===== config.mk =====
export PLATFORM = sky130hd
export DESIGN_NAME = smc_regs
export DESIGN_NICKNAME = d
export VERILOG_FILES = /design/src/rtl/smc_pkg.sv /design/src/rtl/smc_regs.sv
export SDC_FILE = /design/constraint.sdc
export NUM_CORES = 1
export LEC_CHECK = 0
export BUFFER_PORTS_ARGS = -buffer_cell sky130_fd_sc_hd__buf_2
export CORE_MARGIN = 10
export CORE_UTILIZATION = 45
export CTS_BUF_LIST = sky130_fd_sc_hd__clkbuf_4
export CTS_CLUSTER_DIAMETER = 100
export CTS_CLUSTER_SIZE = 24
export DETAILED_ROUTE_END_ITERATION = 10
export MAX_ROUTING_LAYER = met4
export PLACE_DENSITY = 0.81
export SYNTH_ARGS = -nofsm -noshare
export SYNTH_HDL_FRONTEND = slang
export SYNTH_SLANG_ARGS = --single-unit

===== constraint.sdc =====
create_clock -name clk -period 2.8 [get_ports clk]
set_input_delay 0.56 -clock clk [delete_from_list [all_inputs] [get_ports clk]]
set_output_delay 0.56 -clock clk [all_outputs]
set_load 0.02 [all_outputs]

===== src/rtl/smc_pkg.sv =====
// ----------------------------------------------------------------------------
// smc_pkg: shared types, constants and helpers
// Configuration record, register map codes, shift selects and saturating
// Q24.24 helpers for the stepper motion command block.
// ----------------------------------------------------------------------------
package smc_pkg;

  localparam int CFG_AW = 6;
  localparam int CFG_DW = 64;

  localparam int MUL_XW = 96;
  localparam int MUL_YW = 64;
  localparam int MUL_PW = MUL_XW + MUL_YW;

  localparam int DIV_N  = 96;
  localparam int DIV_CW = $clog2(DIV_N + 1);

  localparam logic [47:0] POS_LIM = 48'h7FFF_FFFF_FFFF;
  localparam logic [47:0] NEG_LIM = 48'h8000_0000_0000;
  localparam logic [31:0] SPEED_OFFSET = 32'h8000_0000;
  localparam logic [63:0] LIM_NONE = 64'hFFFF_FFFF_FFFF_FFFF;
  localparam logic [63:0] LIM_WORD = 64'h0000_0000_FFFF_FFFF;
  localparam logic [63:0] LIM_SPD_NEG = 64'h0000_0000_8000_0000;
  localparam logic [63:0] LIM_SPD_POS = 64'h0000_0000_7FFF_FFFF;

  localparam logic signed [49:0] SAT_HI = 50'sh0_7FFF_FFFF_FFFF;
  localparam logic signed [49:0] SAT_LO = 50'sh3_8000_0000_0000;

  typedef enum logic [2:0] {
    REG_POSITION_MODE  = 3'd0,
    REG_MAX_ACCEL      = 3'd1,
    REG_MAX_VEL        = 3'd2,
    REG_POSITION_SCALE = 3'd3,
    REG_PERIOD_SECONDS = 3'd4,
    REG_PERIOD_RECIP   = 3'd5,
    REG_VEL_GAIN       = 3'd6,
    REG_ACC_GAIN       = 3'd7
  } reg_idx_t;

  typedef enum logic [2:0] {
    SH_NONE = 3'd0,
    SH_8    = 3'd1,
    SH_15   = 3'd2,
    SH_16   = 3'd3,
    SH_32   = 3'd4,
    SH_33   = 3'd5,
    SH_VEL  = 3'd6,
    SH_ACC  = 3'd7
  } sh_sel_t;

  typedef struct packed {
    logic        position_mode;
    logic [46:0] max_accel;
    logic [46:0] max_vel;
    logic [47:0] position_scale;
    logic [31:0] period_seconds;
    logic [31:0] period_recip;
    logic [47:0] vel_gain;
    logic [47:0] acc_gain;
  } smc_cfg_t;

  function automatic logic signed [49:0] ext50(input logic signed [47:0] v);
    return $signed({{2{v[47]}}, v});
  endfunction

  function automatic logic signed [47:0] sat48(input logic signed [49:0] v);
    logic signed [47:0] r;
    if (v > SAT_HI) begin
      r = $signed(POS_LIM);
    end else if (v < SAT_LO) begin
      r = $signed(NEG_LIM);
    end else begin
      r = v[47:0];
    end
    return r;
  endfunction

  function automatic logic [47:0] mag48(input logic signed [47:0] v);
    logic [47:0] t;
    t = v[47] ? (~v + 48'd1) : v;
    return t;
  endfunction

  function automatic logic [48:0] mag50(input logic signed [49:0] v);
    logic [49:0] t;
    t = v[49] ? (~v + 50'd1) : v;
    return t[48:0];
  endfunction

endpackage


===== src/rtl/smc_regs.sv =====
// ----------------------------------------------------------------------------
// smc_regs: configuration register file
// APB-style write/read port for the eight axis configuration registers.
// ----------------------------------------------------------------------------
module smc_regs
  import smc_pkg::*;
(
  input  logic              clk,
  input  logic              rst_n,
  input  logic              psel,
  input  logic              penable,
  input  logic              pwrite,
  input  logic [CFG_AW-1:0] paddr,
  input  logic [CFG_DW-1:0] pwdata,
  output logic [CFG_DW-1:0] prdata,
  output logic              pready,
  output smc_cfg_t          cfg
);

  smc_cfg_t cfg_r;
  reg_idx_t idx;

  assign idx    = reg_idx_t'(paddr[CFG_AW-1:3]);
  assign pready = 1'b1;
  assign cfg    = cfg_r;

  always_ff @(posedge clk) begin
    if (!rst_n) begin
      cfg_r.position_mode  <= 1'b1;
      cfg_r.max_accel      <= '0;
      cfg_r.max_vel        <= '0;
      cfg_r.position_scale <= 48'd16777216;
      cfg_r.period_seconds <= 32'd4294967;
      cfg_r.period_recip   <= 32'd256000;
      cfg_r.vel_gain       <= '0;
      cfg_r.acc_gain       <= '0;
    end else if (psel && penable && pwrite) begin
      case (idx)
        REG_POSITION_MODE:  cfg_r.position_mode  <= pwdata[0];
        REG_MAX_ACCEL:      cfg_r.max_accel      <= pwdata[46:0];
        REG_MAX_VEL:        cfg_r.max_vel        <= pwdata[46:0];
        REG_POSITION_SCALE: cfg_r.position_scale <= pwdata[47:0];
        REG_PERIOD_SECONDS: cfg_r.period_seconds <= pwdata[31:0];
        REG_PERIOD_RECIP:   cfg_r.period_recip   <= pwdata[31:0];
        REG_VEL_GAIN:       cfg_r.vel_gain       <= pwdata[47:0];
        REG_ACC_GAIN:       cfg_r.acc_gain       <= pwdata[47:0];
        default: ;
      endcase
    end
  end

  always_comb begin
    case (idx)
      REG_POSITION_MODE:  prdata = {63'd0, cfg_r.position_mode};
      REG_MAX_ACCEL:      prdata = {17'd0, cfg_r.max_accel};
      REG_MAX_VEL:        prdata = {17'd0, cfg_r.max_vel};
      REG_POSITION_SCALE: prdata = {16'd0, cfg_r.position_scale};
      REG_PERIOD_SECONDS: prdata = {32'd0, cfg_r.period_seconds};
      REG_PERIOD_RECIP:   prdata = {32'd0, cfg_r.period_recip};
      REG_VEL_GAIN:       prdata = {16'd0, cfg_r.vel_gain};
      REG_ACC_GAIN:       prdata = {16'd0, cfg_r.acc_gain};
      default:            prdata = '0;
    endcase
  end

endmodule


* Yosys cells after proc, flatten, opt, wreduce, memory -nomap -nowiden
Cells that the tools add are included.
Word-level totals: input port bits 75, output and inout port bits 368, logic and storage cells 27, bits in registers 303
Cells by class: muxes and demuxes 1, equality and inequality tests 7, reduce and logical (&&, ||, !) cells 11
Operators with widths (count):
- 64-bit case mux with 8 select lines | 1
- 2-bit AND reduction | 8
- 3-bit equality test, second input constant | 4
- 3-bit by 2-bit equality test with 1-bit output, second input constant | 2
- 3-bit by 1-bit equality test with 1-bit output, second input constant | 1
- 3-bit zero test | 1
- 1-bit logical AND | 2

* Logic depth before layout (Yosys ltp)
depth in word-level cells 3, mapped depth 7, mapped depth without buffers 3

* Worst setup path before layout
No wires, ideal clock.
path kind input -> output, start point in paddr[3], end point out prdata[21], required time 2240 ps, data arrival time 1936 ps, path buffers 3, slack 304 ps, cell stages on the path 6, path through buf_2 -> nor2b_1 -> buf_2 -> clkbuf_1 -> a221oi_1 -> o21ai_0
On the way: word-level cells in the longest chain between the ends 2, elaborated cells between the ends (all ways) 9, classes of those cells eq/ne: 7; mux: 1; reduce/logical: 1
Ends and longest elaborated chain:
- start, declared | RTL line smc_regs.sv:13 | input logic [CFG_AW-1:0] paddr,
- 3-bit equality test (tied with other cells) | RTL line smc_regs.sv:53 | case (idx)
- 64-bit case mux with 8 select lines (*) | RTL line smc_regs.sv:53
- end, declared | RTL line smc_regs.sv:15 | output logic [CFG_DW-1:0] prdata,
Every way passes the cells marked *; elsewhere a longest branch is shown, timed or not. The select of a mux whose other input is x is not followed.

* Worst setup path in the final report
start point reg cfg_r, in the netlist cfg[13], end point out prdata[13]
On the way: word-level cells in the longest chain between the ends 1
Ends and longest elaborated chain:
- start, declared | RTL line smc_regs.sv:20 | smc_cfg_t cfg_r;
- 64-bit case mux with 8 select lines | RTL line smc_regs.sv:53
No other way between the ends. The select of a mux whose other input is x is not followed.

==> impl_metrics.yaml <==
finish:
  final_area_mm2: 0.01628
  largest_register_ffs: 303
  nets: 1817
  area_growth_pct: 21.85
  drive_gt1_share_pct: 32.95
global_routing:
  antenna_found_initial: 2
  grt_max_degree: 78
  grt_usage_pct: 25.44
  overflow: 0
  grt_pass1_vias: 12430
  grt_pass1_wl_um: 72190
timing:
  rsz0062_at_grt: "no"
  setup_viol: 0
  clock.fmax_mhz: 376.5
  drv_slew: 0
  fin_tns_setup_ns: 0
  relSlewSlack_pct: 53.43
  finClkSkew_ns: 0
  post-route-period-util_pct: 94.86
  worst_pin_slew_ns: 0.6969
  hold_viol_final: 0
  fin_crit_ns: 2.656
  holdWs_ns: 0.1124
synth:
  synthMostInstantiatedCell: "nand2_1"
  synth_edf_count: 0
  syn_area_mm2: 0.01336
  syn_inst: 1359
  synthTopCellsByCount: "nand2_1 (354), dfxtp_1 (303), mux2i_1 (301)"
  synth_async_sr_flop_share_pct: 0
  synthAdderAreaFrac_pct: 0
  synth_top_area_share_pct: 45.41
  synth_top_area_cell: "dfxtp_1"
  synth_area_per_cell_um2: 9.829
  synth_flop_cell: "dfxtp_1"
  yosys-top-cells-area: "dfxtp_1 (45%), mux2i_1 (23%), nand2_1 (9.9%)"
  ys.warnings.count: 0
  synth_mux_area_share_pct: 29.05
  synth.ff_latch_count: 303
  yosys.area_share.simple_pct: 11.90
  synth_compound_area_share_pct: 8.084
  synth_top_family_by_area: "multiplexers"
  synth_seq_area_share_pct: 45.41
  synthXorXnorAreaFrac_pct: 0
  synth_cell_type_count: 34
cts:
  clock_sinks: 303
  ctsHtreeMaxLevel: 1
  cts_setup_buffers: 0
  cts-root-buf: "clkbuf_4"
  clk_pin_slew_ns: 0.23
  cts_buffers: 16
  cts_buffer_depth: 3
  clk-insertion-delay-late_ns: 0.72
  tritoncts: "yes"
run_status:
  status: "completed"
placed_design:
  port_buffers: 406
  dpl_cell_area_mm2: 0.01612
  dp_hpwl_um: 35090
  gp_congestion: 0.8799
setup_path:
  setup.worst_path.class: "reg -> out"
  reg2reg_from: "cfg[127]"
  worstReg2RegEnd: "cfg[127]"
  cp_max_fo: 3
  worstPathArrival_ns: 2.10
  worst_setup_path_end_kind: "output pin"
  r2r_cells: 2
  required_ns: 2.24
  r2r_setup_slack_ns: 2.05
  start_kind: "register"
detailed_routing:
  wl_per_cell_um: 22.73
  vias: 12100
  antenna_violating_nets_post_route: 0
  first_pass_iters: 5
  viasPerCell: 5.667
  drc: 0
  wl_um: 48530
  drt_iter0_drc: 872
min_path:
  worstHoldEndpoint: "cfg[113]"
  hold_depth: 3
  hold_path_class: "in -> reg"
  holdCritStartpoint: "pwdata[17]"
power_and_ir_drop:
  pwr_density_cell_mw_per_mm2: 415.0
  vdd_drop_max_mv: 0.4167
  p_leak_uw: 0.007065
floorplan:
  pin_count: 443
  coreArea_mm2: 0.02948
  die_x_um: 192.3
  die_area_mm2: 0.03698
  rows: 63
  start_util_pct: 45.31
  die_y_um: 192.3
flow_run:
  drv_cap: 0
-- metrics by stage --
step	power [uW]	std cells	setup slack, ns	util (%)
floorplan	4929	1374	0.3042	-
global placement	5235	2114	0.02188	54.69
detailed placement	5247	2114	0.06355	54.69
CTS	6794	2132	0.04728	55.16
global route	6996	2134	0.09232	55.20
finish	6755	2135	0.1440	55.21
-- power breakdown --
part           leakage (uW)  switching [uW]  internal, uW  total (uW)
clock network     0.0000843            1290           292        1580
registers           0.00244            28.2          4360        4390
logic               0.00454             524           264         787
total               0.00706            1840          4910        6760
-- metal layers --
metal / vias up / wire [um] / track usage [%]
li1: 5465 / - / -
met5: - / 0 / -
met3: 104 / 5070 / 6.252
met2: 647 / 22760 / 41.56
met4: 0 / 1540 / 9.392
met1: 5883 / 19150 / 29.87
-- how the worst max path moves through the flow --
stage,start,end,cells after the start
after floorplan,paddr[3],prdata[21],6
after global placement,paddr[4],prdata[14],8
after detailed placement,paddr[3],prdata[14],7
after CTS,paddr[3],prdata[14],7
after global routing,cfg[13],prdata[13],4
final,cfg[13],prdata[13],4
-- layout by cell type, fill, tap and decap left out, drive strengths merged --
cell	synthesis	final
o21ai	32	32
clkbuf	55	17
mux2i	301	301
o2bb2ai	14	14
mux4	12	12
a22o	1	1
buf	73	478
nor3b	3	3
diode	0	3
conb	2	17
nor3	3	3
inv	15	16
nand3	1	1
a22oi	11	11
nand2	354	354
or2	1	1
o211ai	7	7
nand4b	1	1
nor2b	8	8
a21boi	1	1
o311ai	10	10
dfxtp	303	303
nand2b	3	3
o22ai	1	1
o221ai	4	4
a221o	14	14
mux2	53	53
nand4	2	2
nor2	30	30
clkinv	1	1
a221oi	43	43
-- timing repair --
action	in CTS	in global routing
setup endpoints to repair	0	2
gates resized for setup	0	3
hold buffers	0	0
-- critical path: stages, from the launching register on --
cell,delay [ns]
dfxtp_1,0.38
mux2_2,0.28
a221oi_1,0.28
o21ai_0,0.23
buf_2,0.22
-- area by class of cell --
type,count,area (um^2)
fill,2598,13200
multi-input combinational,927,6675
sequential,303,6066
timing repair buffer,478,2841
tap,390,488.0
clock buffer,17,127.6
inverter,16,60.06
clock inverter,1,11.26
antenna,3,7.507
-- logic make-up after synthesis --
family | Yosys count
buf+inv | 144
compound gates | 138
flops | 303
other cells | 2
simple gates | 406
mux | 366
No activity file was read; power rests on OpenSTA's default activity.
