<file path="src/rtl/smc_pkg.sv">
// ----------------------------------------------------------------------------
// smc_pkg: shared types, constants and helpers
// Configuration record, register map codes, shift selects and saturating
// Q24.24 helpers for the stepper motion command block.
// ----------------------------------------------------------------------------
package smc_pkg;

  localparam int CFG_AW = 6;
  localparam int CFG_DW = 64;

  localparam int MUL_XW = 96;
  localparam int MUL_YW = 64;
  localparam int MUL_PW = MUL_XW + MUL_YW;

  localparam int DIV_N  = 96;
  localparam int DIV_CW = $clog2(DIV_N + 1);

  localparam logic [47:0] POS_LIM = 48'h7FFF_FFFF_FFFF;
  localparam logic [47:0] NEG_LIM = 48'h8000_0000_0000;
  localparam logic [31:0] SPEED_OFFSET = 32'h8000_0000;
  localparam logic [63:0] LIM_NONE = 64'hFFFF_FFFF_FFFF_FFFF;
  localparam logic [63:0] LIM_WORD = 64'h0000_0000_FFFF_FFFF;
  localparam logic [63:0] LIM_SPD_NEG = 64'h0000_0000_8000_0000;
  localparam logic [63:0] LIM_SPD_POS = 64'h0000_0000_7FFF_FFFF;

  localparam logic signed [49:0] SAT_HI = 50'sh0_7FFF_FFFF_FFFF;
  localparam logic signed [49:0] SAT_LO = 50'sh3_8000_0000_0000;

  typedef enum logic [2:0] {
    REG_POSITION_MODE  = 3'd0,
    REG_MAX_ACCEL      = 3'd1,
    REG_MAX_VEL        = 3'd2,
    REG_POSITION_SCALE = 3'd3,
    REG_PERIOD_SECONDS = 3'd4,
    REG_PERIOD_RECIP   = 3'd5,
    REG_VEL_GAIN       = 3'd6,
    REG_ACC_GAIN       = 3'd7
  } reg_idx_t;

  typedef enum logic [2:0] {
    SH_NONE = 3'd0,
    SH_8    = 3'd1,
    SH_15   = 3'd2,
    SH_16   = 3'd3,
    SH_32   = 3'd4,
    SH_33   = 3'd5,
    SH_VEL  = 3'd6,
    SH_ACC  = 3'd7
  } sh_sel_t;

  typedef struct packed {
    logic        position_mode;
    logic [46:0] max_accel;
    logic [46:0] max_vel;
    logic [47:0] position_scale;
    logic [31:0] period_seconds;
    logic [31:0] period_recip;
    logic [47:0] vel_gain;
    logic [47:0] acc_gain;
  } smc_cfg_t;

  function automatic logic signed [49:0] ext50(input logic signed [47:0] v);
    return $signed({{2{v[47]}}, v});
  endfunction

  function automatic logic signed [47:0] sat48(input logic signed [49:0] v);
    logic signed [47:0] r;
    if (v > SAT_HI) begin
      r = $signed(POS_LIM);
    end else if (v < SAT_LO) begin
      r = $signed(NEG_LIM);
    end else begin
      r = v[47:0];
    end
    return r;
  endfunction

  function automatic logic [47:0] mag48(input logic signed [47:0] v);
    logic [47:0] t;
    t = v[47] ? (~v + 48'd1) : v;
    return t;
  endfunction

  function automatic logic [48:0] mag50(input logic signed [49:0] v);
    logic [49:0] t;
    t = v[49] ? (~v + 50'd1) : v;
    return t[48:0];
  endfunction

endpackage

</file>
<file path="src/rtl/smc_mul.sv">
// ----------------------------------------------------------------------------
// smc_mul: shared wide multiplier
// Forms a 96 x 64 bit product from six 32 x 32 partial products, one per
// cycle, with a register between each multiply and the accumulate.
// ----------------------------------------------------------------------------
module smc_mul
  import smc_pkg::*;
(
  input  logic              clk,
  input  logic              rst_n,
  input  logic              start,
  input  logic [MUL_XW-1:0] x,
  input  logic [MUL_YW-1:0] y,
  output logic              busy,
  output logic              done,
  output logic [MUL_PW-1:0] prod
);

  logic [MUL_XW-1:0] x_r;
  logic [MUL_YW-1:0] y_r;
  logic [2:0]        step_r;
  logic              run_r;
  logic              done_r;
  logic              ppv_r;
  logic [63:0]       pp_r;
  logic [1:0]        off_r;
  logic [MUL_PW-1:0] acc_r;
  logic [1:0]        xi;
  logic              yj;
  logic [31:0]       xl;
  logic [31:0]       yl;

  // step k picks x limb k mod 3 and y limb k div 3
  always_comb begin
    case (step_r)
      3'd0:    begin xi = 2'd0; yj = 1'b0; end
      3'd1:    begin xi = 2'd1; yj = 1'b0; end
      3'd2:    begin xi = 2'd2; yj = 1'b0; end
      3'd3:    begin xi = 2'd0; yj = 1'b1; end
      3'd4:    begin xi = 2'd1; yj = 1'b1; end
      3'd5:    begin xi = 2'd2; yj = 1'b1; end
      default: begin xi = 2'd0; yj = 1'b0; end
    endcase
  end

  assign xl = x_r[32*xi +: 32];
  assign yl = y_r[32*yj +: 32];

  always_ff @(posedge clk) begin
    if (!rst_n) begin
      run_r  <= 1'b0;
      done_r <= 1'b0;
      ppv_r  <= 1'b0;
      step_r <= '0;
    end else begin
      done_r <= 1'b0;
      if (start) begin
        run_r  <= 1'b1;
        ppv_r  <= 1'b0;
        step_r <= '0;
      end else if (run_r) begin
        if (step_r != 3'd6) begin
          ppv_r  <= 1'b1;
          step_r <= step_r + 3'd1;
        end else begin
          ppv_r  <= 1'b0;
          run_r  <= 1'b0;
          done_r <= 1'b1;
        end
      end
    end
  end

  always_ff @(posedge clk) begin
    if (start) begin
      x_r   <= x;
      y_r   <= y;
      acc_r <= '0;
    end else begin
      if (run_r && step_r != 3'd6) begin
        pp_r  <= xl * yl;
        off_r <= xi + {1'b0, yj};
      end
      if (ppv_r) begin
        acc_r <= acc_r + ({{(MUL_PW-64){1'b0}}, pp_r} << {off_r, 5'd0});
      end
    end
  end

  assign busy = run_r;
  assign done = done_r;
  assign prod = acc_r;

endmodule

</file>
<file path="config.mk">
export PLATFORM = sky130hd
export DESIGN_NAME = smc_mul
export DESIGN_NICKNAME = d
export VERILOG_FILES = /design/src/rtl/smc_pkg.sv /design/src/rtl/smc_mul.sv
export SDC_FILE = /design/constraint.sdc
export NUM_CORES = 2
export LEC_CHECK = 0
export ABC_AREA = 1
export BUFFER_PORTS_ARGS = -buffer_cell sky130_fd_sc_hd__buf_2
export CORE_ASPECT_RATIO = 0.9
export CORE_MARGIN = 1
export CORE_UTILIZATION = 35
export DETAILED_ROUTE_END_ITERATION = 16
export PLACE_DENSITY = 0.5
export SYNTH_ARGS = -nofsm -noshare
export SYNTH_HDL_FRONTEND = slang
export SYNTH_SLANG_ARGS = --single-unit
</file>
<file path="constraint.sdc">
create_clock -name clk -period 23.4 [get_ports clk]
set_clock_uncertainty 0.05 [all_clocks]
set_input_delay 2.34 -clock clk [delete_from_list [all_inputs] [get_ports clk]]
set_output_delay 2.34 -clock clk [all_outputs]
set_load 0.01 [all_outputs]
</file>
# After elaboration in Yosys (flattened, before gate mapping)
# Index checks and enable logic that the tools add are counted.
# totals
out_inout_bits	162
in_bits	163
reg_bits	392
# classes
n_bitwise	3
n_eq_ne	6
shift	3
mul	1
reduce_logical	8
muxes	6
add_sub_neg	3
# ops
cell	count
$add A160 B160 Y160	1
$shl A64 B7 Y160	1
$shiftx A96 B8 Y32	1
$mul A32 B32 Y64	1
$shiftx A64 B7 Y32	1
$eq A3 B2 Y1 const B	2
$eq A3 B3 Y1 const B	2
$reduce_or A2 Y1	3
$reduce_or A3 Y1	2
$mux W1	5
$pmux W2 S2	1
$reduce_and A2 Y1	2
$add A3 B1 Y3 const B	1
$eq A3 B1 Y1 const B	1
$ne A3 B3 Y1 const B	1
$not A1 Y1	3
$add A2 B1 Y2	1
$logic_and A1 B1 Y1	1

# Longest topological paths before layout
# depth
word_depth	5
depth_mapped	40

# Worst setup path after synthesis
# No wires, ideal clock.
# synth_timing
path_kind	reg2reg
startpoint	register step_r[0]
endpoint	register pp_r[47], data pin
path_slack_ps	15833
arrival_time_ps	7264
setup_time_ps	252
stages_incl_launch_ff	38
required_ps	23098
cell_sequence	dfxtp_1 > inv_1 > ha_1 > nand2_1 > buf_4 > clkbuf_1 > nand3_1 > nand2_1 > nand2_1 > buf_2 > buf_2 > nor2_1 > fa_1 > fa_1 > inv_1 > fa_1 > inv_1 > fa_1 > [... 2 more ...] > inv_1 > fa_1 > fa_1 > inv_1 > fa_1 > inv_1 > ha_1 > nand2_1 > nor2_1 > inv_1 > nor2_1 > nand3_1 > o211ai_1 > nand2_1 > nand2_1 > nand2_1 > nand3_1 > nand2_1
# synth_via
elab_chain_cells	5
elab_cells_between_ends	13
# synth_rtl
element	line	source
start: declaration	smc_mul.sv:21	logic [2:0] step_r;
start signal: assignment	smc_mul.sv:64	step_r <= step_r + 3'd1;
$eq A3 B3 Y1, or another cell as far along	smc_mul.sv:35	case (step_r)
$reduce_or A2 Y1 (no source line) / $reduce_or A3 Y1 (equally long branches)	n/a	
$pmux W2 S2 / $mux W1 (equally long branches)	smc_mul.sv:35	
$shiftx A96 B8 Y32 / $shiftx A64 B7 Y32 (equally long branches)	smc_mul.sv:46, smc_mul.sv:47	
$mul A32 B32 Y64 *	smc_mul.sv:81	pp_r <= xl * yl;
end signal: assignment	smc_mul.sv:81	
end: declaration	smc_mul.sv:25	logic [63:0] pp_r;
# Mark *: on every way between the ends. The rest lies on a longest branch, timed or not.
# A chain may end at the register's enable or synchronous reset.

# Final worst setup path
# layout_timing
startpoint	register step_r[1]
endpoint	register pp_r[44], data pin
# The elaborated chain is that of the path after synthesis.

==> metrics.md <==
| Metric | Value |
|---|---|
| CP Launch Type | `flop` |
| Vias in the first global route | `61700` |
| Routed WL | `roughly 290 mm` |
| GR Layer Usage met2 | `roughly half` |
| Dpl hpwl | `between 200 and 250 mm` |
| Clock Path Buffers | `3` |
| Drt initial violations | `approximately 5300` |
| Worst-path clk slew | `about 0.060 ns` |
| Critical Path End Type | `flop` |
| Final setup vio count | `0` |
| FILL cells | `20100` |
| CTS root buf | `clkbuf_16` |
| Mapped Area | `65900 sq um` |
| Largest net degree at the start of global routing | `129` |
| GP Congestion | `around 1.1` |
| Total GRT Usage | `between 30% and 40%` |
| Initial antenna violation count | `7` |
| Clk_lat worst skew | `~0.69 ns` |
| Post-synthesis area per instance | `between 6 and 7 sq um` |
| Syn Nets | `11000` |
| Initial Util | `between 30 and 40%` |
| Sequential Area | `10100 sq um` |
| Via density | `around 5` |
| H-tree depth | `2` |
| DR WL/cell | `23.7 um` |
| TritonCTS clock tree | `yes` |
| RSZ-0062 raised after global routing | `no` |
| Kind of critical path | `flop to flop` |
| Synth cell types | `47` |
| Cell mode on critical path | `fa_1` |
| CTS Sinks | `392` |
| Final Critical Period | `10.70 ns` |
| Die Area | `around 190000 sq um` |
| Share of cells above drive strength 1 | `about 7.5%` |
| Max Cap Viol | `0` |
| Grt met3 use | `roughly 4.1%` |
| Final hold vios | `0` |
| CP required | `approximately 24 ns` |
| Core box area | `approximately 190000 sq um` |
| EDFF count, synth | `approximately 230` |
| Max-slew headroom | `approximately 5.7%` |
| Num ports | `325` |
| Synth warnings | `0` |
| GR met1 Demand/Resource | `a little under two fifths` |
| Via Count | `61200` |
| Crit path DAT | `between 10 and 15 ns` |
| Num rows | `150` |
| Die Y | `slightly above 400 um` |
| Cells after synthesis | `between 9000 and 10000` |
| Register bit total from synthesis | `392` |
| I/O Buffers | `around 320` |
| Resized Gates After CTS | `0` |
| Drt pass-1 iters | `6` |
| Least-Margin Pin Slew | `about 1.4 ns` |
| Final Net Count | `between 10000 and 15000` |
| Area growth from synthesis to layout | `8.99%` |
| Crit-path max cell delay | `between 0.8 and 0.9 ns` |
| CTS Hold Bufs | `0` |
| Dominant synthesized flop cell | `edfxtp_1` |
| Global-route wire length before repair | `approximately 420 mm` |
| Final ANT Viol Nets | `0` |
| Num CTS Buffers | `50` |
| Setup TNS | `0 ns` |
| Status | `finished, final reports clean` |
| Die W | `around 460 um` |
| Sequential fraction of the synthesis area | `between 10% and 20%` |
| Asr flop ratio synth | `0%` |
| Hold Crit Class | `flop to flop` |
| Footprint of the multi-input gates | `approximately 47000 sq um` |
| Highest Clock Rate | `slightly above 90 MHz` |
| Critical path's slowest cell | `clkinv_1` |
| Final count of pins violating max slew | `0` |
| Gr busiest metal | `met2` |
| Maximum net fanout on the critical path | `64` |
| Final Cycle Share | `between 40% and 50%` |
| Residual DRC | `0` |
| Setup bufs post-CTS | `0` |
| Grt total ovfl | `0` |
## critical path, delay by kind of cell, from the launching register on
family | cells | cell delay, ns
flops | 1 | 0.33
compound gates | 2 | 0.71
buf+inv | 10 | 2.37
simple gates | 9 | 1.73
fa+ha+maj | 10 | 4.72
xor+xnor | 1 | 0.45
## path summary, 6_finish.rpt
path / from / slack [ns] / depth (start not counted) / endpoint
setup / recovery: step_r[1]$_SDFFE_PP0P_ / 12.70 / 32 / pp_r[44]$_DFFE_PP_
hold / removal: busy$_SDFF_PN0_ / 0.45 / 2 / done$_SDFF_PP0_
setup reg to reg: step_r[1]$_SDFFE_PP0P_ / 12.70 / 32 / pp_r[44]$_DFFE_PP_
hold reg to reg: busy$_SDFF_PN0_ / 0.45 / 2 / done$_SDFF_PP0_
## cell usage in the layout (no fill, tap or decap), types with 46 or more instances in the layout
cell | Yosys | final
nor2_1 | 1534 | 1533
fa_1 | 897 | 897
a21oi_1 | 257 | 257
nand2_2 | 49 | 51
buf_4 | 16 | 90
clkbuf_16 | 0 | 51
xor2_1 | 129 | 129
inv_1 | 2072 | 2071
buf_2 | 148 | 323
nor2_2 | 46 | 46
ha_1 | 429 | 429
nand3_1 | 339 | 338
edfxtp_1 | 226 | 226
nand2_1 | 2462 | 2460
o21ai_0 | 252 | 245
inv_2 | 59 | 61
dfxtp_1 | 166 | 165
## registers in the layout, summed over array words and instances (netlist names)
register / flops
ppv_r: 1
busy: 1
prod: 160
pp_r: 64
off_r: 2
step_r: 3
y_r: 64
done: 1
x_r: 96
## area by class of cell
cell class | count | share of cell area (%)
Clock inverter | 27 | 0.411
Sequential cell | 392 | 14.1
Multi-Input combinational cell | 6676 | 64.8
Clock buffer | 65 | 1.91
Antenna cell | 2 | 0.00697
Tap cell | 2508 | 4.37
Timing Repair Buffer | 415 | 3.24
Inverter | 2141 | 11.2
## synth_stat cells (all sizes together) (10+ instances only)
cell	count	area, sq um
nand3	366	1970
ha	429	5370
clkbuf	105	394
a31oi	15	93.8
xor2	129	1130
buf	170	898
nand2	2511	9550
fa	897	18000
a21oi	259	1300
nor2	1587	6120
dfxtp	166	3320
inv	2131	8000
xnor2	20	175
o21ai	290	1540
o21bai	20	150
and2	16	100
edfxtp	226	6790
mux2i	30	300
nor3	50	285
clkinv	10	37.5
nor4	12	81.3
a21o	11	82.6
## through the flow
stage	worst slack, ns	hold WS, ns	utilization [%]	std cells	area (sq um)
floorplan	15.83	0.446	-	9484	65900
global placement	12.69	0.465	37.6	12100	70200
detailed placement	12.73	0.466	37.6	12100	70200
CTS	12.76	0.467	38.5	12200	71800
global route	12.25	0.504	38.5	12200	71800
finish	12.70	0.454	38.5	12200	71800
## cell families (layout without fill, tap and decap cells)
kind of cell	Yosys count	count (layout)	synth area share, %
adder cells (fa/ha/maj)	1326	1326	35.4
AND/OR/NAND/NOR	4555	4555	27.6
XOR/XNOR	149	149	1.98
flip-flops	392	392	15.3
other	0	2	0
buffers and inverters	2416	2648	14.2
AO/OA/AOI/OAI	616	616	5.06
multiplexers	30	30	0.456
## routing by layer
metal	part of all wire [%]	vias to the layer above
met5	0.012	-
li1	-	28500
met2	46	2463
met3	7.2	552
met4	6.3	6
met1	41	29700
Power is not shown: default switching activity piles up to over one toggle a cycle in this logic, so the estimate is an artifact.
