## config.mk

```make
export PLATFORM = sky130hd
export DESIGN_NAME = smc_div
export DESIGN_NICKNAME = d
export VERILOG_FILES = /design/src/rtl/smc_pkg.sv /design/src/rtl/smc_div.sv
export SDC_FILE = /design/constraint.sdc
export NUM_CORES = 1
export LEC_CHECK = 0
export BUFFER_PORTS_ARGS = -buffer_cell sky130_fd_sc_hd__buf_2
export CAP_MARGIN = 20
export CORE_ASPECT_RATIO = 0.9
export CORE_MARGIN = 1
export CORE_UTILIZATION = 55
export DETAILED_ROUTE_END_ITERATION = 16
export GPL_TIMING_DRIVEN = 0
export PLACE_DENSITY = 0.84
export SETUP_SLACK_MARGIN = 0.05
export SLEW_MARGIN = 15
export SYNTH_ARGS = -nofsm -noshare
export SYNTH_HDL_FRONTEND = slang
export SYNTH_SLANG_ARGS = --single-unit
```

## constraint.sdc

```tcl
create_clock -name clk -period 7.6 [get_ports clk]
set_clock_uncertainty 0.15 [all_clocks]
set_input_delay 0.38 -clock clk [delete_from_list [all_inputs] [get_ports clk]]
set_output_delay 0.38 -clock clk [all_outputs]
set_load 0.1 [all_outputs]
```

## src/rtl/smc_pkg.sv

```systemverilog
// ----------------------------------------------------------------------------
// smc_pkg: shared types, constants and helpers
// Configuration record, register map codes, shift selects and saturating
// Q24.24 helpers for the stepper motion command block.
// ----------------------------------------------------------------------------
package smc_pkg;

  localparam int CFG_AW = 6;
  localparam int CFG_DW = 64;

  localparam int MUL_XW = 96;
  localparam int MUL_YW = 64;
  localparam int MUL_PW = MUL_XW + MUL_YW;

  localparam int DIV_N  = 96;
  localparam int DIV_CW = $clog2(DIV_N + 1);

  localparam logic [47:0] POS_LIM = 48'h7FFF_FFFF_FFFF;
  localparam logic [47:0] NEG_LIM = 48'h8000_0000_0000;
  localparam logic [31:0] SPEED_OFFSET = 32'h8000_0000;
  localparam logic [63:0] LIM_NONE = 64'hFFFF_FFFF_FFFF_FFFF;
  localparam logic [63:0] LIM_WORD = 64'h0000_0000_FFFF_FFFF;
  localparam logic [63:0] LIM_SPD_NEG = 64'h0000_0000_8000_0000;
  localparam logic [63:0] LIM_SPD_POS = 64'h0000_0000_7FFF_FFFF;

  localparam logic signed [49:0] SAT_HI = 50'sh0_7FFF_FFFF_FFFF;
  localparam logic signed [49:0] SAT_LO = 50'sh3_8000_0000_0000;

  typedef enum logic [2:0] {
    REG_POSITION_MODE  = 3'd0,
    REG_MAX_ACCEL      = 3'd1,
    REG_MAX_VEL        = 3'd2,
    REG_POSITION_SCALE = 3'd3,
    REG_PERIOD_SECONDS = 3'd4,
    REG_PERIOD_RECIP   = 3'd5,
    REG_VEL_GAIN       = 3'd6,
    REG_ACC_GAIN       = 3'd7
  } reg_idx_t;

  typedef enum logic [2:0] {
    SH_NONE = 3'd0,
    SH_8    = 3'd1,
    SH_15   = 3'd2,
    SH_16   = 3'd3,
    SH_32   = 3'd4,
    SH_33   = 3'd5,
    SH_VEL  = 3'd6,
    SH_ACC  = 3'd7
  } sh_sel_t;

  typedef struct packed {
    logic        position_mode;
    logic [46:0] max_accel;
    logic [46:0] max_vel;
    logic [47:0] position_scale;
    logic [31:0] period_seconds;
    logic [31:0] period_recip;
    logic [47:0] vel_gain;
    logic [47:0] acc_gain;
  } smc_cfg_t;

  function automatic logic signed [49:0] ext50(input logic signed [47:0] v);
    return $signed({{2{v[47]}}, v});
  endfunction

  function automatic logic signed [47:0] sat48(input logic signed [49:0] v);
    logic signed [47:0] r;
    if (v > SAT_HI) begin
      r = $signed(POS_LIM);
    end else if (v < SAT_LO) begin
      r = $signed(NEG_LIM);
    end else begin
      r = v[47:0];
    end
    return r;
  endfunction

  function automatic logic [47:0] mag48(input logic signed [47:0] v);
    logic [47:0] t;
    t = v[47] ? (~v + 48'd1) : v;
    return t;
  endfunction

  function automatic logic [48:0] mag50(input logic signed [49:0] v);
    logic [49:0] t;
    t = v[49] ? (~v + 50'd1) : v;
    return t[48:0];
  endfunction

endpackage

```

## src/rtl/smc_div.sv

```systemverilog
// ----------------------------------------------------------------------------
// smc_div: restoring divider
// One quotient bit per cycle; the quotient saturates at a given limit.
// ----------------------------------------------------------------------------
module smc_div
  import smc_pkg::*;
(
  input  logic             clk,
  input  logic             rst_n,
  input  logic             start,
  input  logic [DIV_N-1:0] dividend,
  input  logic [47:0]      divisor,
  input  logic [47:0]      lim,
  output logic             busy,
  output logic             done,
  output logic [47:0]      quot
);

  logic [DIV_N-1:0]  n_r;
  logic [47:0]       d_r;
  logic [47:0]       lim_r;
  logic [48:0]       rem_r;
  logic [47:0]       q_r;
  logic              sat_r;
  logic [DIV_CW-1:0] cnt_r;
  logic              run_r;
  logic              done_r;
  logic [48:0]       rem_sh;
  logic              qbit;
  logic [48:0]       q_sh;

  assign rem_sh = {rem_r[47:0], n_r[DIV_N-1]};
  assign qbit   = rem_sh >= {1'b0, d_r};
  assign q_sh   = {q_r, qbit};

  always_ff @(posedge clk) begin
    if (!rst_n) begin
      run_r  <= 1'b0;
      done_r <= 1'b0;
      cnt_r  <= '0;
    end else begin
      done_r <= 1'b0;
      if (start) begin
        run_r <= 1'b1;
        cnt_r <= '0;
      end else if (run_r) begin
        if (cnt_r == DIV_CW'(DIV_N - 1)) begin
          run_r  <= 1'b0;
          done_r <= 1'b1;
        end
        cnt_r <= cnt_r + 1'b1;
      end
    end
  end

  always_ff @(posedge clk) begin
    if (start) begin
      n_r   <= dividend;
      d_r   <= divisor;
      lim_r <= lim;
      rem_r <= '0;
      q_r   <= '0;
      sat_r <= 1'b0;
    end else if (run_r) begin
      n_r   <= {n_r[DIV_N-2:0], 1'b0};
      rem_r <= qbit ? (rem_sh - {1'b0, d_r}) : rem_sh;
      // hold the limit once the quotient passes it
      if (!sat_r) begin
        if (q_sh > {1'b0, lim_r}) begin
          sat_r <= 1'b1;
        end else begin
          q_r <= q_sh[47:0];
        end
      end
    end
  end

  assign busy = run_r;
  assign done = done_r;
  assign quot = sat_r ? lim_r : q_r;

endmodule

```

Word-level counts from Yosys, hierarchy flattened --
Cells that the tools add are included.
Word-level totals: flip-flop bits (word level) 298, latch bits 0, memory bits (writable) 0, ROM bits 0, bits of input ports 195, output and inout port bits 50, logic and storage cells 32, memories 0
Cells by class: add/subtract/negate cells 2, $mul 0, divide/modulo/power cells 0, order comparisons 2, eq/ne operators 1, shift operators 0, mux-type cells 10, bitwise logic cells 4, reduce and logical (&&, ||, !) cells 4
Operator list (number):
- 2-to-1 mux 96 bit | 2
- 2-to-1 mux 48 bit | 2
- >= comparator 49 x 48 -> 1 bit | 1
- > comparator 49 x 48 -> 1 bit | 1
- subtractor 48 bit | 1
- adder 7 x 1 -> 7 bit, second input constant | 1
- == test 7 bit, second input constant | 1
- 2-to-1 mux 1 bit | 6
- inverter 1 bit | 4
- AND reduction 3 bit | 1
- OR reduction 3 bit | 1
- nonzero test 2 bit | 1
- OR reduction 2 bit | 1

Logic depth before layout (Yosys ltp) --
Gate-level depths: netlist (run 1).
word-level depth 4, gate-level depth with buffers 23, depth with buffers taken out 19

Worst setup path before layout (run 1) --
OpenSTA, ideal clock, no wires.
path kind register to register, start point register d_r[34], end point register q_r[30], arrival time 4146 ps, setup slack 3176 ps, cell stages (with the launch flop) 24, buffers on the path 4, period minus slack after synthesis 4424 ps, cell sequence edfxtp_1 inv_1 ha_1 buf_2 a21o_1 a21o_1 a21oi_1 o21ai_0 a2111oi_2 o311ai_4 inv_2 buf_2 ha_1 nor2_1 a211oi_1 o21ai_1 a21oi_1 o21ai_1 a221o_1 a211oi_2 buf_4 buf_4 mux2i_1 nor2_1
Between the ends: cells in the longest elaborated chain, start to end 4
Ends and longest elaborated chain:
- start, declared | line smc_div.sv:20 | logic [47:0] d_r;
- start signal, assigned | line smc_div.sv:59 | d_r <= divisor;
- >= comparator 49 x 48 -> 1 bit | line smc_div.sv:33 | assign qbit = rem_sh >= {1'b0, d_r};
- > comparator 49 x 48 -> 1 bit | line smc_div.sv:69 | if (q_sh > {1'b0, lim_r}) begin
- inverter 1 bit (no source line)
- AND reduction 3 bit (no source line)
- end signal, assigned | line smc_div.sv:72 | q_r <= q_sh[47:0];
- end, declared | line smc_div.sv:23 | logic [47:0] q_r;
Every way passes these cells. A chain may end at the register's enable or synchronous reset.

Worst setup path in the final report (run 1) --
start point register d_r[32], end point register q_r[39]
The elaborated chain is that of the path after synthesis.

==> results of run 1 <==
## critical path, delay by kind of cell, from the launching register on
family / cells / cell delay [ns]
flip-flops: 1 / 0.37
adder cells (fa/ha/maj): 2 / 0.43
buffers and inverters: 6 / 1.29
AO/OA/AOI/OAI: 12 / 2.78
multiplexers: 1 / 0.25
AND/OR/NAND/NOR: 2 / 0.11
## final timing paths
path / from / end / slack [ns] / cells after the start
hold / removal: start / lim_r[20]$_DFFE_PP_ / 0.28 / 1
setup reg to reg: d_r[32]$_DFFE_PP_ / q_r[39]$_SDFFE_PP0P_ / 2.09 / 23
hold reg to reg: rem_r[6]$_SDFFE_PP0P_ / rem_r[7]$_SDFFE_PP0P_ / 0.35 / 2
setup / recovery: d_r[32]$_DFFE_PP_ / q_r[39]$_SDFFE_PP0P_ / 2.09 / 23
## through the flow
| stage | hold WS [ns] | worst slack, ns |
|---|---|---|
| 2_1_floorplan | 0.3037 | 3.176 |
| 3_3_place_gp | 0.3129 | 1.157 |
| 3_5_place_dp | 0.3361 | 2.219 |
| 4_1_cts | 0.2722 | 2.167 |
| 5_1_grt | 0.2896 | 1.884 |
| 6_report | 0.2827 | 2.092 |
## power groups by stage
stage | clock [uW] | sequential (uW) | combinational [uW]
global placement | 0 | 1950 | 638
finish | 1670 | 1920 | 772
floorplan | 0 | 1930 | 463
CTS | 1660 | 1920 | 745
detailed placement | 0 | 1950 | 659
global route | 1740 | 1930 | 835
## state kept, by name, indices dropped and copies added (netlist names)
register,count
rem_r,48
cnt_r,7
q_r,48
sat_r,1
lim_r,48
n_r,96
d_r,48
done,1
busy,1
## placed cells by master, fill, tap and decap left out, types with 51 or more instances in the layout
master	count
inv_1	110
ha_1	97
nor2_1	129
mux2_2	144
dlygate4sd3_1	193
nand2_1	92
buf_2	263
edfxtp_1	192
a21oi_1	99
clkbuf_1	51
mux2i_1	54
dfxtp_1	106
## layout make-up
cell class	instances	area share
inverter	113	0.02075
buffer	74	0.01552
tap	360	0.02190
clock buffer	44	0.04363
clock inverter	14	0.01034
timing repair buffer	439	0.1558
multi-input combinational	956	0.3485
sequential	298	0.3836
## kinds of logic after synthesis
kind of cell,Yosys count
buffers and inverters,187
multiplexers,198
AND/OR/NAND/NOR,318
XOR/XNOR,46
adder cells (fa/ha/maj),98
flip-flops,298
AO/OA/AOI/OAI,296
## repair_timing
item / in CTS / in global routing
hold buffers: 193 / 0
hold endpoints to repair: 193 / 0
endpoints found under the setup margin: 0 / 0
## layer usage
metal | vias to the layer above | wire [um] | share of wire
met4 | 0 | 2295 | 0.048
met1 | 6378 | 18580 | 0.39
met5 | - | 0 | 0
met2 | 725 | 23270 | 0.49
li1 | 6174 | - | -
met3 | 171 | 3240 | 0.068
==> qor.csv, run 1 <==
stage;metric;value;unit
status;status;finished, final reports clean;
global_routing;grt_start_max_net_pins;69;
placed_design;io_buffer_count;244;
synthesis;synthXorXnorAreaFrac;0.02550;
synthesis;ys_ff_latch;298;
sta;fmax;181.6;MHz
placed_design;dp_cells;2047;
synthesis;async_flop_share;0;
synthesis;netlist.top_cell.by_area;edfxtp_1;
worst_setup_path;cp_slowest_cell;a2111oi_2;
die;io_pins;245;
cells_and_area;syn2layout_area_growth;30.17;%
power_and_ir_drop;p_int;3198;uW
sta;worst_pin_slew;0.8702;ns
placed_design;place.gp.congestion;0.9592;
synthesis;yosys.area_share.simple;0.08997;
cts;clockBufferDepth;3;
power_and_ir_drop;switching_share;0.2680;
cts;tritoncts;yes;
worst_setup_path;cp-start-kind;flop;
cells_and_area;num_antenna_cells;0;
route;drt_wl_total;47380;um
placed_design;place_area;17520;um^2
power_and_ir_drop;p_leak;0.009081;uW
cts;post-cts-setup-buffer-count;0;
route;drc_errors;0;
worst_setup_path;crit_chain;inv_1 -> ha_1 -> buf_2 -> a21oi_1 -> o21ai_0 -> a21oi_1 -> o21ai_0 -> a2111oi_2 -> o311ai_4 -> inv_2 -> buf_2 -> ha_1 -> nor2_1 -> a211oi_1 -> o21ai_1 -> a21oi_1 -> o21ai_1 -> a221o_1 -> a211oi_2 -> buf_4 -> buf_4 -> mux2i_1 -> nor2_1;
placed_design;dp_hpwl;28370;um
cells_and_area;n_fill_cell;1820;
synthesis;synth_edf_count;192;
sta;timing.final.crit_share;0.7247;
synthesis;synth.distinct_cells;63;
worst_setup_path;cp_max_fo;10;
synthesis;synth_area;15800;um^2
hold_path;hold_path_class;in -> reg;
cts;path_clk_slew;0.06;ns
cts;clkSinkCount;298;
route;drt-pass1-iter-count;5;
cts;cts_made_buffers;31;
die;coreArea;28080;um^2
synthesis;synth_nets;1734;
synthesis;synth_top_area_frac;0.3650;
route;route.vias.total;13450;
global_routing;grt_overflow;0;
power_and_ir_drop;p_seq_frac;0.440;
power_and_ir_drop;powerDensity;212.5;nW/um^2
worst_setup_path;arrival;5.82;ns
cts;h-tree-depth;1;
power_and_ir_drop;power;4369;uW
synthesis;synth_common_cells;192 x edfxtp_1, 144 x mux2_2, 129 x nor2_1;
route;routed_via_density;5.852;
worst_setup_path;cp-end-kind;flop;
run;cap_violations;0;
cells_and_area;fin_cells;2298;
synthesis;yosys-top-cells-area;edfxtp_1 36%, dfxtp_1 13%, mux2_2 10%;
route;drt_iter0_drc;1293;
synthesis;synth_compound_area_frac;0.1232;
synthesis;synth_fa_ha_area_frac;0.07809;
worst_setup_path;crit_top_cell;a21oi_1;
worst_setup_path;cp.required;7.91;ns
die;row_count;58;
synthesis;synthCells;1441;
sta;finalSetupTns;0;ns
cts;cts_root_buffer;clkbuf_16;
route;drtAntennaViolNets;0;
global_routing;grt_first_pass_wirelength;72800;um
cts;cts_resized;0;
sta;setup_viol;0;
cells_and_area;final_util;0.7322;
synthesis;synth_flop_cell;edfxtp_1;
die;die_y;162.8;um
worst_setup_path;slowest_delay;0.52;ns
synthesis;synth_top_family_by_area;multiplexers;
global_routing;grt_pass1_vias;13830;
cells_and_area;regArea;7888;um^2
cells_and_area;design_area;20560;um^2
power_and_ir_drop;switchingPower;1171;uW
worst_setup_path;criticalPathCategory;reg -> reg;
synthesis;post-synth-top-count-cell;edfxtp_1;
synthesis;synth-warning-count;0;
die;dieArea;29410;um^2
route;detail_route.wl_per_cell;20.62;um
global_routing;grt_util_met2;0.5484;
sta;slew_violations;0;
sta;rsz0062_at_grt;no;
synthesis;synth.mux.area_fraction;0.1369;
sta;period_needed;5.508;ns
global_routing;use_met3;0.04539;
cells_and_area;num-nets-final;2206;
synthesis;synth.yosys.seq_area_share;0.4993;
sta;slew_headroom;0.4199;
power_and_ir_drop;ir_drop;0.2612;mV
power_and_ir_drop;p_comb_frac;0.177;
cells_and_area;multi_input_area;7167;um^2
global_routing;global_route.peak_usage_layer;met2;
die;die_w;180.6;um
global_routing;grt_usage;0.3161;
cells_and_area;drive_above_1_share;0.2456;
sta;final_hold_viol_count;0;
die;initial_core_util;0.5625;
global_routing;antenna_found_initial;0;
synthesis;avgSynthCellArea;10.96;um^2
power_and_ir_drop;pwr-share-clk;0.383;
cts;clk_latency;0.60;ns
global_routing;groute.layer.met1.usage;0.3872;
(Power assumes the default switching activity.)
==> run 2: changes to the inputs <==
--- a/config.mk
+++ b/config.mk
@@ -5,6 +5,7 @@
 export SDC_FILE = /design/constraint.sdc
 export NUM_CORES = 1
 export LEC_CHECK = 0
+export ABC_AREA = 1
 export BUFFER_PORTS_ARGS = -buffer_cell sky130_fd_sc_hd__buf_2
 export CAP_MARGIN = 20
 export CORE_ASPECT_RATIO = 0.9
@@ -12,7 +13,7 @@
 export CORE_UTILIZATION = 55
 export DETAILED_ROUTE_END_ITERATION = 16
 export GPL_TIMING_DRIVEN = 0
-export PLACE_DENSITY = 0.84
+export PLACE_DENSITY = 0.83
 export SETUP_SLACK_MARGIN = 0.05
 export SLEW_MARGIN = 15
 export SYNTH_ARGS = -nofsm -noshare
==> constraint.sdc (replaced) <==
create_clock -name clk -period 5.8 [get_ports clk]
set_clock_uncertainty 0.15 [all_clocks]
set_input_delay 0.29 -clock clk [delete_from_list [all_inputs] [get_ports clk]]
set_output_delay 0.29 -clock clk [all_outputs]
set_load 0.1 [all_outputs]
==> run 2 against run 1 <==
Effect of this change:
- clock-buffer cell count fell by 1
- wire length rose by 22%
- non-clock buffer count up 7
- worst hold slack got worse by 0.040 ns
- via count up 37%
- utilization is 2.1 points lower
- global-route usage up 3.1 points
- sequential share of layout area fell by 3.6 points
==> qor.csv, run 2 <==
stage;metric;value;unit;change
status;status;finished, final reports clean;;unchanged
cts;hold_buffers;194;;was 193
sta;rsz0062_at_grt;no;;unchanged
synthesis;yosys-top-cells-area;edfxtp_1 32%, nand2_1 22%, dfxtp_1 12%;;was edfxtp_1 36%, dfxtp_1 13%, mux2_2 10%
route;routed_via_density;5.389;;was 5.852
worst_setup_path;cp.required;6.14;ns;was 7.91 ns
synthesis;avgSynthCellArea;7.146;um^2;was 10.96 um^2
die;io_pins;245;;unchanged
worst_setup_path;arrival;5.03;ns;was 5.82 ns
sta;fmax;213.7;MHz;was 181.6 MHz
cells_and_area;design_area;22720;um^2;was 20560 um^2
synthesis;synth_common_cells;1027 x nand2_1, 417 x inv_1, 192 x edfxtp_1;;was 192 x edfxtp_1, 144 x mux2_2, 129 x nor2_1
sta;worst_pin_slew;0.7752;ns;was 0.8702 ns
placed_design;io_buffer_count;244;;unchanged
cts;tritoncts;yes;;unchanged
worst_setup_path;cp-end-kind;flop;;unchanged
sta;finalSetupTns;0;ns;unchanged
die;initial_core_util;0.5601;;was 0.5625
synthesis;synthCells;2505;;was 1441
cells_and_area;fin_cells;3421;;was 2298
synthesis;synth_top_area_frac;0.3221;;was 0.3650
die;coreArea;31960;um^2;was 28080 um^2
cells_and_area;syn2layout_area_growth;26.92;%;was 30.17%
run;cap_violations;0;;unchanged
power_and_ir_drop;p_leak;0.01165;uW;was 0.009081 uW
worst_setup_path;criticalPathCategory;reg -> reg;;unchanged
cells_and_area;num-nets-final;3271;;was 2206
die;dieArea;33270;um^2;was 29410 um^2
sta;final_hold_viol_count;0;;unchanged
route;drtAntennaViolNets;0;;unchanged
synthesis;async_flop_share;0;;unchanged
placed_design;place_area;19710;um^2;was 17520 um^2
sta;timing.final.crit_share;0.8069;;was 0.7247
global_routing;antenna_found_initial;2;;was 0
global_routing;grt_start_max_net_pins;62;;was 69
cells_and_area;regMostFlops;n_r;;unchanged
route;drt-pass1-iter-count;8;;was 5
die;row_count;62;;was 58
synthesis;synth_edf_count;192;;unchanged
route;drc_errors;0;;unchanged
cells_and_area;drive_above_1_share;0.1112;;was 0.2456
cells_and_area;multi_input_area;8039;um^2;was 7167 um^2
global_routing;grt_pass1_vias;17830;;was 13830
synthesis;post-synth-top-count-cell;nand2_1;;was edfxtp_1
route;drt_iter0_drc;1854;;was 1293
route;drt_wl_total;57590;um;was 47380 um
die;die_w;192.2;um;was 180.6 um
cts;path_clk_slew;0.06;ns;about the same
cts;post-cts-setup-buffer-count;0;;unchanged
global_routing;grt_usage;0.3471;;was 0.3161
synthesis;synth-warning-count;0;;unchanged
cells_and_area;n_fill_cell;2447;;was 1820
synthesis;netlist.top_cell.by_area;edfxtp_1;;unchanged
placed_design;dp_cells;3167;;was 2047
global_routing;grt_first_pass_wirelength;91340;um;was 72800 um
cells_and_area;regArea;7888;um^2;unchanged
sta;slew_headroom;0.4832;;was 0.4199
route;route.vias.total;18440;;was 13450
synthesis;ys_ff_latch;298;;unchanged
synthesis;synth_area;17900;um^2;was 15800 um^2
cells_and_area;largest_reg_flops;96;;unchanged
sta;setup_viol;0;;unchanged
route;detail_route.wl_per_cell;16.83;um;was 20.62 um
hold_path;hold_path_class;in -> reg;;unchanged
power_and_ir_drop;ir_drop;0.2721;mV;was 0.2612 mV
die;die_y;173.2;um;was 162.8 um
placed_design;dp_hpwl;37620;um;was 28370 um
cts;clk_latency;0.60;ns;about the same
synthesis;synth.yosys.seq_area_share;0.4406;;was 0.4993
synthesis;synth_flop_cell;edfxtp_1;;unchanged
cts;cts_made_buffers;31;;unchanged
power_and_ir_drop;powerDensity;270.1;nW/um^2;was 212.5 nW/um^2
cts;cts_resized;0;;unchanged
cells_and_area;layout_commonest_cell;nand2_1;;was buf_2
placed_design;place.gp.congestion;0.9670;;was 0.9592
worst_setup_path;cp-start-kind;flop;;unchanged
sta;slew_violations;0;;unchanged
cells_and_area;final_cell_mix;1027 x nand2_1, 416 x inv_1, 252 x buf_2;;was 263 x buf_2, 193 x dlygate4sd3_1, 192 x edfxtp_1
synthesis;synth_nets;2798;;was 1734
worst_setup_path;cp_max_fo;10;;unchanged
cts;clockBufferDepth;3;;unchanged
synthesis;synth.distinct_cells;38;;was 63
cts;clkSinkCount;298;;unchanged
global_routing;grt_overflow;0;;unchanged
sta;period_needed;4.680;ns;was 5.508 ns
cts;cts_root_buffer;clkbuf_16;;unchanged
cts;h-tree-depth;1;;unchanged
run 2: cells by family after synthesis:
| family | after synthesis | share of synthesized area |
|---|---|---|
| buffers and inverters | 504 | 0.1103 |
| xor gates and xnor gates | 25 | 0.01223 |
| DFF | 298 | 0.4406 |
| and+or+nand+nor | 1408 | 0.3182 |
| AOI/OAI and AO/OA | 172 | 0.04977 |
| adders and majority gates | 98 | 0.06892 |
run 2: final timing paths:
check / depth (start not counted) / slack, ns / from / to
worst max-delay path: 22 / 1.12 / d_r[29]$_DFFE_PP_ / q_r[30]$_SDFFE_PP0P_
worst min-delay path: 2 / 0.24 / divisor[37] / d_r[37]$_DFFE_PP_
worst max register to register: 22 / 1.12 / d_r[29]$_DFFE_PP_ / q_r[30]$_SDFFE_PP0P_
worst min register to register: 2 / 0.32 / rem_r[6]$_SDFFE_PP0P_ / rem_r[6]$_SDFFE_PP0P_
run 2: area by class of cell:
| cell class | count | area share |
|---|---|---|
| Buffer | 80 | 0.01685 |
| Timing Repair Buffer | 440 | 0.1419 |
| Tap cell | 416 | 0.02291 |
| Multi-Input combinational cell | 1703 | 0.3538 |
| Clock inverter | 15 | 0.007214 |
| Clock buffer | 43 | 0.03976 |
| Antenna cell | 2 | 0.0002203 |
| Inverter | 424 | 0.07016 |
| Sequential cell | 298 | 0.3472 |
run 2: stage by stage:
| step | util | power, uW | hold slack [ns] | setup slack (ns) |
|---|---|---|---|---|
| 4_1_cts | 0.7107 | 6059 | 0.2201 | 1.233 |
| 6_report | 0.7109 | 6136 | 0.2425 | 1.120 |
| 3_5_place_dp | 0.6166 | 3876 | 0.3123 | 1.299 |
| 2_1_floorplan | - | 3532 | 0.2389 | 1.774 |
| 3_3_place_gp | 0.6146 | 3841 | 0.3074 | -0.8557 |
| 5_1_grt | 0.7109 | 6337 | 0.2400 | 0.8375 |
run 2: critical path: stages (launching register included):
cell and delay, ns:
edfxtp_1 0.35, inv_1 0.08, ha_1 0.42, nand2_1 0.10, inv_1 0.08, nand2_1 0.13, nor2_1 0.32, nand2_1 0.10
nor3_1 0.32, nand2b_1 0.12, buf_6 0.16, inv_1 0.09, nor2_4 0.11, buf_6 0.17, ha_1 0.27, nand2_1 0.05
nor4_1 0.38, nand2_1 0.13, nand2_1 0.21, buf_4 0.24, buf_2 0.27, a21oi_1 0.13, nor2_1 0.21
run 2: power by group:
group	leakage (uW)	switching, uW	internal, uW
Clock	0.000529	882	1220
Combinational	0.00833	1060	416
Sequential	0.00279	96.0	2450
run 2: per-layer routing:
| layer | track usage | up-vias | share of wire |
|---|---|---|---|
| met2 | 0.5588 | 1089 | 0.46 |
| met3 | 0.05277 | 221 | 0.092 |
| met4 | 0.1565 | 0 | 0.049 |
| met5 | 0 | - | 0 |
| met1 | 0.4596 | 8386 | 0.40 |
| li1 | - | 8739 | - |
==> run 3: changes to the inputs <==
==> constraint.sdc (replaced) <==
create_clock -name clk -period 4.6 [get_ports clk]
set_clock_uncertainty 0.15 [all_clocks]
set_input_delay 0.23 -clock clk [delete_from_list [all_inputs] [get_ports clk]]
set_output_delay 0.23 -clock clk [all_outputs]
set_load 0.1 [all_outputs]
==> run 3 against run 2 <==
Effect of this change:
- first-iteration DRC count is 5.9% lower
- critical path depth stayed put
- die area stayed put
- critical path type unchanged
- global-route usage stayed put
- final cell count stayed put
- worst setup slack worse by 0.82 ns
- final area is 0.10% higher
- clock power is 26% higher
- wire length is 0.19% higher
- sequential power is 26% higher
==> qor.csv, run 3 (synthesized netlist as in run 2, its figures left out) <==
stage;metric;value;unit;change
cells_and_area;n_fill_cell;2440;;was 2447
placed_design;pre_cts_slack;0.09894;ns;was 1.299 ns
die;dieArea;33270;um^2;unchanged
sta;rsz0062_at_grt;no;;unchanged
worst_setup_path;cp-end-kind;flop;;unchanged
route;drt-pass1-iter-count;6;;was 8
route;routed_via_density;5.372;;was 5.389
sta;fmax;232.3;MHz;was 213.7 MHz
worst_setup_path;cp.required;4.94;ns;was 6.14 ns
die;io_pins;245;;unchanged
global_routing;grt_pass1_vias;17830;;unchanged
global_routing;grt_usage;0.3471;;unchanged
sta;worst_pin_slew;0.7785;ns;was 0.7752 ns
status;status;finished, final reports clean;;unchanged
route;drt_iter0_drc;1744;;was 1854
die;initial_core_util;0.5601;;unchanged
cells_and_area;final_cell_mix;1027 x nand2_1, 416 x inv_1, 251 x buf_2;;was 1027 x nand2_1, 416 x inv_1, 252 x buf_2
sta;timing.final.crit_share;0.9357;;was 0.8069
power_and_ir_drop;ir_drop;0.3469;mV;was 0.2721 mV
cts;clockBufferDepth;3;;unchanged
sta;holdWs;0.1843;ns;was 0.2425 ns
cts;path_clk_slew;0.06;ns;about the same
die;coreArea;31960;um^2;unchanged
cts;clkSinkCount;298;;unchanged
worst_setup_path;criticalPathCategory;reg -> reg;;unchanged
route;route.vias.total;18380;;was 18440
route;drc_errors;0;;unchanged
power_and_ir_drop;p_leak;0.01166;uW;was 0.01165 uW
sta;setup_slack;0.2956;ns;was 1.120 ns
cells_and_area;num-nets-final;3271;;unchanged
run;cap_violations;0;;unchanged
power_and_ir_drop;power;7746;uW;was 6136 uW
cells_and_area;regMostFlops;n_r;;unchanged
placed_design;dp_hpwl;37620;um;unchanged
global_routing;grt_start_max_net_pins;62;;unchanged
sta;slew_violations;0;;unchanged
cells_and_area;layout_commonest_cell;nand2_1;;unchanged
cts;tritoncts;yes;;unchanged
global_routing;antenna_found_initial;2;;unchanged
cells_and_area;largest_reg_flops;96;;unchanged
hold_path;hold_path_class;in -> reg;;unchanged
sta;period_needed;4.304;ns;was 4.680 ns
placed_design;place.gp.congestion;0.9670;;unchanged
power_and_ir_drop;powerDensity;340.6;nW/um^2;was 270.1 nW/um^2
cts;clk_latency;0.60;ns;about the same
route;detail_route.wl_per_cell;16.87;um;was 16.83 um
cts;cts_root_buffer;clkbuf_16;;unchanged
worst_setup_path;arrival;4.65;ns;was 5.03 ns
sta;setup_viol;0;;unchanged
route;drt_wl_total;57700;um;was 57590 um
cts;h-tree-depth;1;;unchanged
die;die_y;173.2;um;unchanged
sta;slew_headroom;0.4810;;was 0.4832
worst_setup_path;timing.reg2reg.setup_slack;0.30;ns;was 1.12 ns
sta;final_hold_viol_count;0;;unchanged
cells_and_area;drive_above_1_share;0.1129;;was 0.1112
die;row_count;62;;unchanged
placed_design;io_buffer_count;244;;unchanged
worst_setup_path;cp-start-kind;flop;;unchanged
cells_and_area;syn2layout_area_growth;27.06;%;was 26.92%
cts;cts_made_buffers;31;;unchanged
worst_setup_path;cp_max_fo;10;;unchanged
global_routing;grt_first_pass_wirelength;91340;um;unchanged
die;die_w;192.2;um;unchanged
route;drtAntennaViolNets;0;;unchanged
global_routing;grt_overflow;0;;unchanged
run 3: changes by cell type in the layout (fill, tap and decap cells not counted):
| cell | change |
|---|---|
| nor3_2 | +1 |
| clkbuf_2 | +2 |
| clkbuf_4 | +1 |
| nor4_1 | -1 |
| nor2_1 | -1 |
| nor2_4 | +1 |
| nor4_2 | +1 |
| clkbuf_1 | -2 |
| nor3_1 | -1 |
| buf_2 | -1 |
run 3: final cells by class:
class / instances / area (um^2) / share of cell area
flip-flops and latches: 298 / 7888 / 0.3468
clock inverters: 15 / 163.9 / 0.007207
well taps: 416 / 520.5 / 0.02288
inverters: 424 / 1594 / 0.07008
diodes: 2 / 5.005 / 0.0002200
repair buffers: 440 / 3224 / 0.1418
plain buffers: 80 / 387.9 / 0.01705
multi-input cells: 1703 / 8058 / 0.3543
clock buffers: 43 / 903.4 / 0.03972
run 3: layer usage:
| metal | GRT usage | routed length, um | vias to the layer above |
|---|---|---|---|
| li1 | - | - | 8744 |
| met1 | 0.4596 | 23140 | 8335 |
| met2 | 0.5588 | 26480 | 1075 |
| met3 | 0.05277 | 5320 | 223 |
| met4 | 0.1565 | 2760 | 0 |
| met5 | 0 | 0 | - |
run 3: path summary, 6_finish.rpt:
| path | start | to | depth (start not counted) |
|---|---|---|---|
| worst max-delay path | d_r[29]$_DFFE_PP_ | q_r[30]$_SDFFE_PP0P_ | 22 |
| worst min-delay path | divisor[37] | d_r[37]$_DFFE_PP_ | 2 |
| worst max register to register | d_r[29]$_DFFE_PP_ | q_r[30]$_SDFFE_PP0P_ | 22 |
| worst min register to register | rem_r[6]$_SDFFE_PP0P_ | rem_r[6]$_SDFFE_PP0P_ | 2 |
run 3: power by group:
group / leakage, uW / switching [uW] / total (uW) / internal [uW]
combinational: 0.00834 / 1350 / 1870 / 527
sequential: 0.00279 / 121 / 3220 / 3100
clock: 0.000529 / 1120 / 2660 / 1540
run 3: through the flow:
stage | TNS, ns | cells | util | area (um^2)
finish | 0 | 3421 | 0.7116 | 22740
CTS | 0 | 3419 | 0.7108 | 22720
detailed placement | 0 | 3167 | 0.6166 | 19710
global placement | -190.77 | 3165 | 0.6146 | 19640
floorplan | 0 | 2505 | - | 17900
global route | 0 | 3421 | 0.7116 | 22740
run 3: repair_timing:
| item | CTS | global route |
|---|---|---|
| hold endpoints to repair | 238 | 0 |
| endpoints found under the setup margin | 1 | 48 |
| gates resized for setup | 1 | 8 |
| hold buffers | 194 | 0 |
| buffers inserted | 0 | 0 |
run 3: worst max-delay path, cell delays in order, from the launching register on:
cell      delay (ns)
edfxtp_1        0.35
inv_1           0.08
ha_1            0.42
nand2_1         0.10
inv_1           0.08
nand2_1         0.15
nor2_4          0.19
nand2_1         0.09
nor3_2          0.21
nand2b_1        0.10
buf_6           0.16
inv_1           0.09
nor2_4          0.11
buf_6           0.17
ha_1            0.27
nand2_1         0.06
nor4_2          0.28
nand2_1         0.11
nand2_1         0.22
buf_4           0.24
clkbuf_4        0.25
a21oi_1         0.11
nor2_1          0.20
